`src/rtl/mbhq_pkg.sv`:
```
// Shared constants and types for the multi-button hold qualifier.
// Used by the lane, merge and top-level modules; depends on nothing.
`default_nettype none

package mbhq_pkg;

   localparam int BUTTON_COUNT  = 8;     // buttons scanned, 1 to 8
   localparam int PIN_COUNT     = 8;     // pins carried by a scan word
   localparam int TIME_W        = 32;
   localparam int DELAY_W       = 24;
   localparam int BTN_NUM_W     = 3;
   localparam int MAX_RESULTS   = 8;     // toggle words per scan at most
   localparam int RES_CNT_W     = $clog2(MAX_RESULTS);
   localparam int REQ_DATA_W    = 40;    // pins + time, whole bytes
   localparam int RSP_DATA_W    = 8;     // button number, padded to a byte

   localparam logic [DELAY_W-1:0] DELAY_RESET = DELAY_W'(50000);

   // Per-scan broadcast from the top level to every lane.
   typedef struct packed {
      logic              accept;
      logic [TIME_W-1:0] scan_time;
      logic [DELAY_W-1:0] delay;
   } lane_ctl_type;

endpackage

`default_nettype wire

```
`src/rtl/multi_button_hold_qualifier.sv`:
```
// Top level of the multi-button hold qualifier: delay register, one lane per
// button and the merge stage. Depends on mbhq_pkg, mbhq_lane and mbhq_merge.
//
// Usage: each req word is one scan of eight active-low button pins with a
// 32-bit microsecond timestamp. All lanes update their marks in the cycle the
// word is accepted; a button held and not yet fired for at least the
// debounce delay yields one rsp word carrying its number. The words of one
// scan leave in ascending button order, one per cycle while rsp_tready is
// high, and the last one has rsp_tlast set. A scan that qualifies no button
// produces no word. The first word of a scan is registered in cur, loaded
// from the merge buffer when a run was still being sent. Throughput: a scan
// is taken every cycle while the merge stage has room; a scan with n
// qualifying buttons holds the output for n words. One scan can wait in the
// merge buffer while another is sent, so req_tready drops only when both
// are occupied. A stalled rsp word holds. Reset clears all marks, empties the
// merge stage and sets the delay to 50000 us. The delay register is to be
// written by the user via csr_wr_en only while idle; unchecked by the block.
`default_nettype none

module multi_button_hold_qualifier (
   input  wire logic                   clock,
   input  wire logic                   reset,
   input  wire logic                   req_tvalid,
   output logic                        req_tready,
   // [7:0] pin_levels, [39:8] scan_time
   input  wire logic [mbhq_pkg::REQ_DATA_W-1:0] req_tdata,
   output logic                        rsp_tvalid,
   input  wire logic                   rsp_tready,
   // [2:0] button_number, [7:3] zero
   output logic [mbhq_pkg::RSP_DATA_W-1:0] rsp_tdata,
   output logic                        rsp_tlast,
   input  wire logic                   csr_wr_en,
   input  wire logic [mbhq_pkg::DELAY_W-1:0] csr_wr_data
);
   import mbhq_pkg::*;

   logic [DELAY_W-1:0]      delay_ff, delay_in;
   logic [PIN_COUNT-1:0]    pin_levels;
   logic [BUTTON_COUNT-1:0] fire_mask;
   logic [BTN_NUM_W-1:0]    out_number;
   lane_ctl_type            ctl;

   assign pin_levels = req_tdata[PIN_COUNT-1:0];
   assign delay_in   = csr_wr_en ? csr_wr_data : delay_ff;

   always_ff @(posedge clock) begin
      if (reset) begin
         delay_ff <= DELAY_RESET;
      end else begin
         delay_ff <= delay_in;
      end
   end

   assign ctl.accept    = req_tvalid && req_tready;
   assign ctl.scan_time = req_tdata[PIN_COUNT +: TIME_W];
   assign ctl.delay     = delay_ff;

   for (genvar b = 0; b < BUTTON_COUNT; b++) begin : g_lane
      logic pin_low;
      // Buttons beyond the scanned pins always read as pressed.
      if (b < PIN_COUNT) begin : g_pin
         assign pin_low = !pin_levels[b];
      end else begin : g_nopin
         assign pin_low = 1'b1;
      end
      mbhq_lane u_lane (
         .clock   (clock),
         .reset   (reset),
         .ctl     (ctl),
         .pin_low (pin_low),
         .fire    (fire_mask[b])
      );
   end

   mbhq_merge u_merge (
      .clock       (clock),
      .reset       (reset),
      .scan_accept (ctl.accept),
      .fire_mask   (fire_mask),
      .scan_ready  (req_tready),
      .out_valid   (rsp_tvalid),
      .out_ready   (rsp_tready),
      .out_number  (out_number),
      .out_last    (rsp_tlast)
   );

   assign rsp_tdata = {{(RSP_DATA_W-BTN_NUM_W){1'b0}}, out_number};

endmodule

`default_nettype wire

```
`src/rtl/mbhq_lane.sv`:
```
// One button lane: held and fired marks, press start time, hold qualification.
// Depends on mbhq_pkg.
`default_nettype none

module mbhq_lane (
   input  wire logic                 clock,
   input  wire logic                 reset,
   input  wire mbhq_pkg::lane_ctl_type ctl,
   input  wire logic                 pin_low,
   output logic                      fire
);
   import mbhq_pkg::*;

   logic              held_ff, held_in;
   logic              fired_ff, fired_in;
   logic [TIME_W-1:0] start_ff, start_in;
   logic [TIME_W-1:0] held_time;

   // Held time wraps modulo 2^32, as the timestamp does.
   assign held_time = ctl.scan_time - start_ff;
   assign fire = ctl.accept && pin_low && held_ff && !fired_ff &&
                 (held_time >= {{(TIME_W-DELAY_W){1'b0}}, ctl.delay});

   always_comb begin
      held_in  = held_ff;
      fired_in = fired_ff;
      start_in = start_ff;
      if (ctl.accept) begin
         if (!pin_low) begin
            held_in  = 1'b0;
            fired_in = 1'b0;
         end else if (!held_ff) begin
            held_in  = 1'b1;
            fired_in = 1'b0;
            start_in = ctl.scan_time;
         end else if (fire) begin
            fired_in = 1'b1;
         end
      end
   end

   always_ff @(posedge clock) begin
      if (reset) begin
         held_ff  <= 1'b0;
         fired_ff <= 1'b0;
      end else begin
         held_ff  <= held_in;
         fired_ff <= fired_in;
      end
      start_ff <= start_in;
   end

endmodule

`default_nettype wire

```
`src/rtl/mbhq_merge.sv`:
```
// Merge stage: buffers the fire masks of the lanes and sends one toggle word
// per set bit, lowest button first. Depends on mbhq_pkg.
`default_nettype none

module mbhq_merge (
   input  wire logic                    clock,
   input  wire logic                    reset,
   input  wire logic                    scan_accept,
   input  wire logic [mbhq_pkg::BUTTON_COUNT-1:0] fire_mask,
   output logic                         scan_ready,
   output logic                         out_valid,
   input  wire logic                    out_ready,
   output logic [mbhq_pkg::BTN_NUM_W-1:0] out_number,
   output logic                         out_last
);
   import mbhq_pkg::*;

   logic [BUTTON_COUNT-1:0] cur_ff, cur_in;
   logic [BUTTON_COUNT-1:0] pend_ff, pend_in;
   logic                    pend_valid_ff, pend_valid_in;
   logic [RES_CNT_W-1:0]    cnt_ff, cnt_in;
   logic [BUTTON_COUNT-1:0] low_bit;
   logic                    new_valid;
   logic                    out_take;
   logic                    advance;

   assign low_bit = cur_ff & (~cur_ff + BUTTON_COUNT'(1));

   always_comb begin
      out_number = '0;
      for (int b = 0; b < BUTTON_COUNT; b++) begin
         if (low_bit[b]) out_number = out_number | BTN_NUM_W'(b);
      end
   end

   // A scan ends at its highest set bit, or when the per-scan cap is reached.
   assign out_valid  = (cur_ff != '0);
   assign out_last   = ((cur_ff & ~low_bit) == '0) ||
                       (cnt_ff == RES_CNT_W'(MAX_RESULTS - 1));
   assign out_take   = out_valid && out_ready;
   assign advance    = !out_valid || (out_take && out_last);
   assign new_valid  = scan_accept && (fire_mask != '0);
   assign scan_ready = !pend_valid_ff;

   always_comb begin
      cur_in        = cur_ff;
      pend_in       = pend_ff;
      pend_valid_in = pend_valid_ff;
      cnt_in        = cnt_ff;
      if (advance) begin
         cnt_in = '0;
         if (pend_valid_ff) begin
            cur_in        = pend_ff;
            pend_in       = fire_mask;
            pend_valid_in = new_valid;
         end else begin
            cur_in        = new_valid ? fire_mask : '0;
            pend_valid_in = 1'b0;
         end
      end else begin
         if (out_take) begin
            cur_in = cur_ff & ~low_bit;
            cnt_in = cnt_ff + RES_CNT_W'(1);
         end
         if (new_valid) begin
            pend_in       = fire_mask;
            pend_valid_in = 1'b1;
         end
      end
   end

   always_ff @(posedge clock) begin
      if (reset) begin
         cur_ff        <= '0;
         pend_valid_ff <= 1'b0;
         cnt_ff        <= '0;
      end else begin
         cur_ff        <= cur_in;
         pend_valid_ff <= pend_valid_in;
         cnt_ff        <= cnt_in;
      end
      pend_ff <= pend_in;
   end

endmodule

`default_nettype wire

```
`config.mk`:
```
export PLATFORM = sky130hd
export DESIGN_NAME = multi_button_hold_qualifier
export DESIGN_NICKNAME = d
export VERILOG_FILES = /design/src/rtl/mbhq_pkg.sv /design/src/rtl/multi_button_hold_qualifier.sv /design/src/rtl/mbhq_lane.sv /design/src/rtl/mbhq_merge.sv
export SDC_FILE = /design/constraint.sdc
export NUM_CORES = 1
export LEC_CHECK = 0
export BUFFER_PORTS_ARGS = -buffer_cell sky130_fd_sc_hd__buf_2
export CORE_UTILIZATION = 55
export CTS_CLUSTER_DIAMETER = 40
export DETAILED_ROUTE_END_ITERATION = 12
export PLACE_DENSITY = 0.8
export SLEW_MARGIN = 20
export SYNTH_ARGS = -nofsm -noshare
export SYNTH_HDL_FRONTEND = slang
export SYNTH_SLANG_ARGS = --single-unit
```
`constraint.sdc`:
```
create_clock -name clock -period 15.7 [get_ports clock]
set_clock_uncertainty 0.2 [all_clocks]
set_input_delay 1.57 -clock clock [delete_from_list [all_inputs] [get_ports clock]]
set_output_delay 1.57 -clock clock [all_outputs]
set_load 0.05 [all_outputs]
```
# == Word level (Yosys, flattened, before mapping) ==
# Cells that the tools add are included.
# op_classes
addsub,10
mul,0
div,0
n_lt_le_gt_ge,8
n_eq_ne,10
shift,0
mux,49
bitwise,20
n_reduce_logical,79
# ops
op,n
$ge A32 B24 Y1,8
$sub A32 B32 Y32,8
$mux W8,7
$logic_and A1 B1 Y1,36
$mux W1,36
$ne A3 B2 Y1 const B,8
$reduce_and A3 Y1,8
$logic_not A1 Y1,18
$reduce_and A2 Y1,9
$and A8 B8 Y8,2
$not A1 Y1,16
$not A8 Y8,2
$reduce_bool A8 Y1,2
$mux W3,4
$add A8 B1 Y8 const B,1
$logic_not A8 Y1,1
$mux W2,2
$reduce_bool A2 Y1,2
$add A3 B1 Y3 const B,1
$eq A3 B3 Y1 const B,1
$logic_or A1 B1 Y1,2
$ne A2 B1 Y1 const B,1
$reduce_or A2 Y1,1
# totals
regBits,316
latch_bits,0
mem_bits_rw,0
romBits,0
inputBits,69
elab_cells,205
n_memories,0

# == Logic depth before layout (Yosys ltp) ==
# logic_depth
word_depth,11
mapped_depth,27
mapped_depth_nobuf,27

# == Hierarchy ==
# A second synthesis with hierarchy kept.
# unflattened
hier_cells,3559
area_unflattened_um2,30827.1
# modules_own_cells
module,instances,cells_each,area_per_inst_um2,seq_area_each_um2
mbhq_lane at g_lane[0].u_lane ...,5,419,3569.7,1001.0
mbhq_lane at g_lane[1].u_lane,1,421,3769.9,1001.0
mbhq_lane at g_lane[7].u_lane,1,430,3666.0,1001.0
mbhq_lane at g_lane[2].u_lane,1,385,3407.0,1001.0
mbhq_merge,1,136,1182.4,480.5
multi_button_hold_qualifier,1,92,953.4,480.5

# == Worst setup path before layout ==
# No wires, ideal clock.
# synth_timing
path_type,input-to-reg
startpoint,in req_tdata[8] (netlist name)
endpoint,"reg u_merge.pend_ff[0], enable pin"
setup_time_ns,0.328
arrival_time_ns,6.815
slack_ns,8.358
path_stages,26
n_path_buf,0
cell_sequence,inv_1 > ha_1 > inv_1 > fa_1 > a21o_1 > a311oi_1 > nor2_1 > a21boi_0 > o21ai_0 > nand3_1 > nand2_1 > a21oi_1 > xnor2_1 > ha_1 > a21oi_1 > nand2_1 > a221o_1 > nor2_1 > or4b_1 > a311o_1 > or4_1 > nor4_1 > or2b_2 > inv_2 > nor4_2 > a31oi_1
# synth_between
elab_chain_len,7
word_cells_on_any_way,28
classes_between,8 x add/sub; 8 x order compare; 12 x reduce/logical
# synth_rtl
element,line_no,source
start: declaration,multi_button_hold_qualifier.sv:26,"input wire logic [mbhq_pkg::REQ_DATA_W-1:0] req_tdata,"
$sub A32 B32 Y32,mbhq_lane.sv:20,assign held_time = ctl.scan_time - start_ff;
$ge A32 B24 Y1,mbhq_lane.sv:22,"(held_time >= {{(TIME_W-DELAY_W){1'b0}}, ctl.delay});"
$logic_and A1 B1 Y1,mbhq_lane.sv:21,assign fire = ctl.accept && pin_low && held_ff && !fired_ff &&
via g_lane[0].u_lane.fire,mbhq_lane.sv:10,output logic fire
$reduce_bool A8 Y1,mbhq_merge.sv:42,assign new_valid = scan_accept && (fire_mask != '0);
$logic_and A1 B1 Y1,mbhq_merge.sv:42,
$reduce_bool A2 Y1 (no line),n/a,
$reduce_and A2 Y1 (no line),n/a,
end signal: assignment,mbhq_merge.sv:82,pend_ff <= pend_in;
end: declaration,mbhq_merge.sv:19,"logic [BUTTON_COUNT-1:0] pend_ff, pend_in;"
# The timed path passes the listed nets, and every way through them passes these cells.
# A chain may end at the register's enable or synchronous reset.

# == Worst setup path after layout ==
# layout_timing
startpoint,in req_tdata[8] (netlist name)
endpoint,"reg u_merge.pend_ff[3], enable pin"
# The elaborated chain is that of the path after synthesis.

==> impl_metrics.json <==
{
  "synth.area.top_cells": "edfxtp_1 28%, ha_1 19%, a21oi_1 5.7%",
  "grt_use_met2_pct": 51.25,
  "netlist_top_cells_count": "442 x ha_1, 336 x inv_1, 328 x a21oi_1",
  "antenna_found_initial": 1,
  "synth_adder_area_share_pct": 19.89,
  "path_class": "in -> reg",
  "synth_compound_area_share_pct": 21.63,
  "yosys.area.top_type": "edfxtp_1",
  "ctsHtreeMaxLevel": 3,
  "p_leak_nw": 13.98,
  "grt-ovfl-total": 0,
  "clkSinkCount": 316,
  "ios": 80,
  "yosysUniqueCellTypes": 92,
  "stdcell_count": 4051,
  "grt_pass1_wl_mm": 126.6,
  "stdcell_area_um2": 32180,
  "clock.fmax_mhz": 121.9,
  "synthXorXnorAreaFrac_pct": 6.559,
  "worst-path-max-fanout": 9,
  "grt_max_degree": 45,
  "die_area_um2": 53110,
  "ys.flop_type": "edfxtp_1",
  "syn_inst": 3226,
  "rsz0062_at_grt": "false",
  "cts_tree": "yes",
  "grt_use_met1_pct": 37.56,
  "cts_buffer_depth": 3,
  "start_util_pct": 55.85,
  "drcViolationCount": 0,
  "holdWs_ns": 0.2661,
  "maxSlewHeadroom_pct": 27.00,
  "placed_cells": 3924,
  "ys_warn_count": 0,
  "synth_seq_cells": 316,
  "rows": 83,
  "grt.busiest_layer": "met2",
  "synth.cell_area_um2": 28710,
  "yosysMostFrequentCell": "ha_1",
  "start_kind": "input pin",
  "grt_pass1_vias": 24280,
  "synth_edf_count": 264,
  "place_area_um2": 29820,
  "place_ws_ns": 6.998,
  "ctsRootBufferMaster": "clkbuf_16",
  "drtAntennaViolNets": 0,
  "die_width_um": 230.5,
  "die_h_um": 230.5,
  "end_kind": "register",
  "area_delta_synth_final_pct": 12.11,
  "setup_viol": 0,
  "yosysSeqAreaShare_pct": 31.24,
  "arrival_ns": 8.25,
  "drive_gt1_share_pct": 7.090,
  "clk_pin_slew_ns": 0.05,
  "fin_setup_tns_ns": 0,
  "crit_slowest_cell": "a311oi_1",
  "status": "finished, final reports clean",
  "worst_slack_ns": 7.495,
  "met3_usage_pct": 5.472,
  "fin_crit_sh_pct": 52.26,
  "hold_viol": 0,
  "drv_slew": 0,
  "place_congestion": 0.9730,
  "nets": 3835,
  "drt_pre_antenna_iters": 6,
  "slowest_delay_ns": 0.49,
  "crit_required_ns": 15.74,
  "dp_hpwl_mm": 59.25,
  "maxCapViolCount": 0,
  "diodes": 0,
  "hold_class": "reg -> reg",
  "wl_mm": 80.20,
  "post_cts_buffers": 0,
  "ir_drop_uv": 101.3,
  "p_per_area_nw_per_um2": 105.6,
  "fin_crit_ns": 8.205,
  "wl_per_cell_um": 19.80,
  "syn_avg_cell_area_um2": 8.899,
  "synthSimpleGateAreaFrac_pct": 14.12,
  "avgViaCountPerCell": 6.156,
  "core_um2": 51410,
  "port_buffers": 74,
  "synth_async_sr_flop_share_pct": 0,
  "synthMuxAreaShare_pct": 0.9545,
  "worst_pin_slew_ns": 1.090,
  "synth_top_area_share_pct": 27.62,
  "cts_buffers": 70,
  "cts_resized": 0,
  "drt_iter0_drc": 2121,
  "insertion_delay_ns": 0.60,
  "grt_usage_pct": 30.22,
  "synth_top_family_by_area": "compound AO/OA/AOI/OAI gates",
  "hold_buffers": 0,
  "vias": 24940
}
[final timing paths]
path / from / endpoint / slack [ns] / cells past startpoint
setup / recovery: req_tdata[8] / u_merge.pend_ff[3]$_DFFE_PP_ / 7.50 / 27
hold / removal: u_merge.cnt_ff[2]$_SDFFE_PP0P_ / u_merge.cnt_ff[2]$_SDFFE_PP0P_ / 0.27 / 2
setup reg to reg: g_lane[0].u_lane.start_ff[0]$_DFFE_PP_ / u_merge.pend_ff[3]$_DFFE_PP_ / 8.64 / 25
hold reg to reg: u_merge.cnt_ff[2]$_SDFFE_PP0P_ / u_merge.cnt_ff[2]$_SDFFE_PP0P_ / 0.27 / 2
[logic make-up (layout without fill, tap and decap cells)]
kind of cell,after synthesis,count (layout)
fa+ha+maj,452,452
other cells,1,5
mux,27,27
xor+xnor,215,215
simple gates,832,832
flops,316,316
compound gates,963,963
buf+inv,420,561
[registers in the layout (all words and copies together), names as in the netlist]
register	cells
u_merge.cnt_ff	3
g_lane.u_lane.fired_ff	8
u_merge.cur_ff	8
delay_ff	24
g_lane.u_lane.held_ff	8
u_merge.pend_valid_ff	1
u_merge.pend_ff	8
g_lane.u_lane.start_ff	256
[area by class of cell]
class,count,area (um^2)
Clock buffer,94,2011
Clock inverter,33,352.8
Fill cell,4298,19220
Inverter,337,1265
Multi-Input combinational cell,2494,18190
Sequential cell,316,8969
Tap cell,680,850.8
Timing Repair Buffer,97,543.0
[routing by layer]
metal	wire, um	part of all wire (%)
met1	33560	42
met2	37730	47
met3	5524	6.9
met4	3377	4.2
met5	0	0
[power by group]
group | switching, mW | total (mW) | leakage [nW] | internal (mW)
registers | 0.0142 | 0.975 | 2.88 | 0.960
clock network | 0.489 | 1.47 | 1.16 | 0.982
logic | 0.582 | 0.953 | 9.93 | 0.371
[stage by stage]
stage / util [%] / power [mW]
6_report: 62.61 / 3.398
5_1_grt: 62.61 / 3.567
2_1_floorplan: - / 1.676
3_5_place_dp: 58.01 / 1.919
4_1_cts: 62.61 / 3.402
3_3_place_gp: 58.01 / 1.899
[critical path, delay by kind of cell]
kind | cells | cell delay [ns]
buf+inv | 4 | 0.56
simple gates | 10 | 2.47
compound gates | 9 | 2.61
fa+ha+maj | 3 | 0.90
xor+xnor | 1 | 0.14
[placed cells by master, fill, tap and decap left out, types with 32 or more instances in the layout]
| cell type | count |
|---|---|
| inv_1 | 336 |
| nor3_1 | 49 |
| edfxtp_1 | 264 |
| o211ai_1 | 34 |
| o21bai_1 | 38 |
| clkbuf_16 | 77 |
| buf_2 | 74 |
| a21oi_1 | 328 |
| a31oi_1 | 32 |
| nand3_1 | 62 |
| xor2_1 | 73 |
| nand2b_1 | 35 |
| a21o_1 | 95 |
| dfxtp_1 | 52 |
| nand2_1 | 225 |
| o21a_1 | 46 |
| o21ai_0 | 137 |
| nor2_1 | 222 |
| a211oi_1 | 53 |
| nand4_1 | 78 |
| ha_1 | 442 |
| xnor2_1 | 142 |
Power figures use the tool's default switching activity.
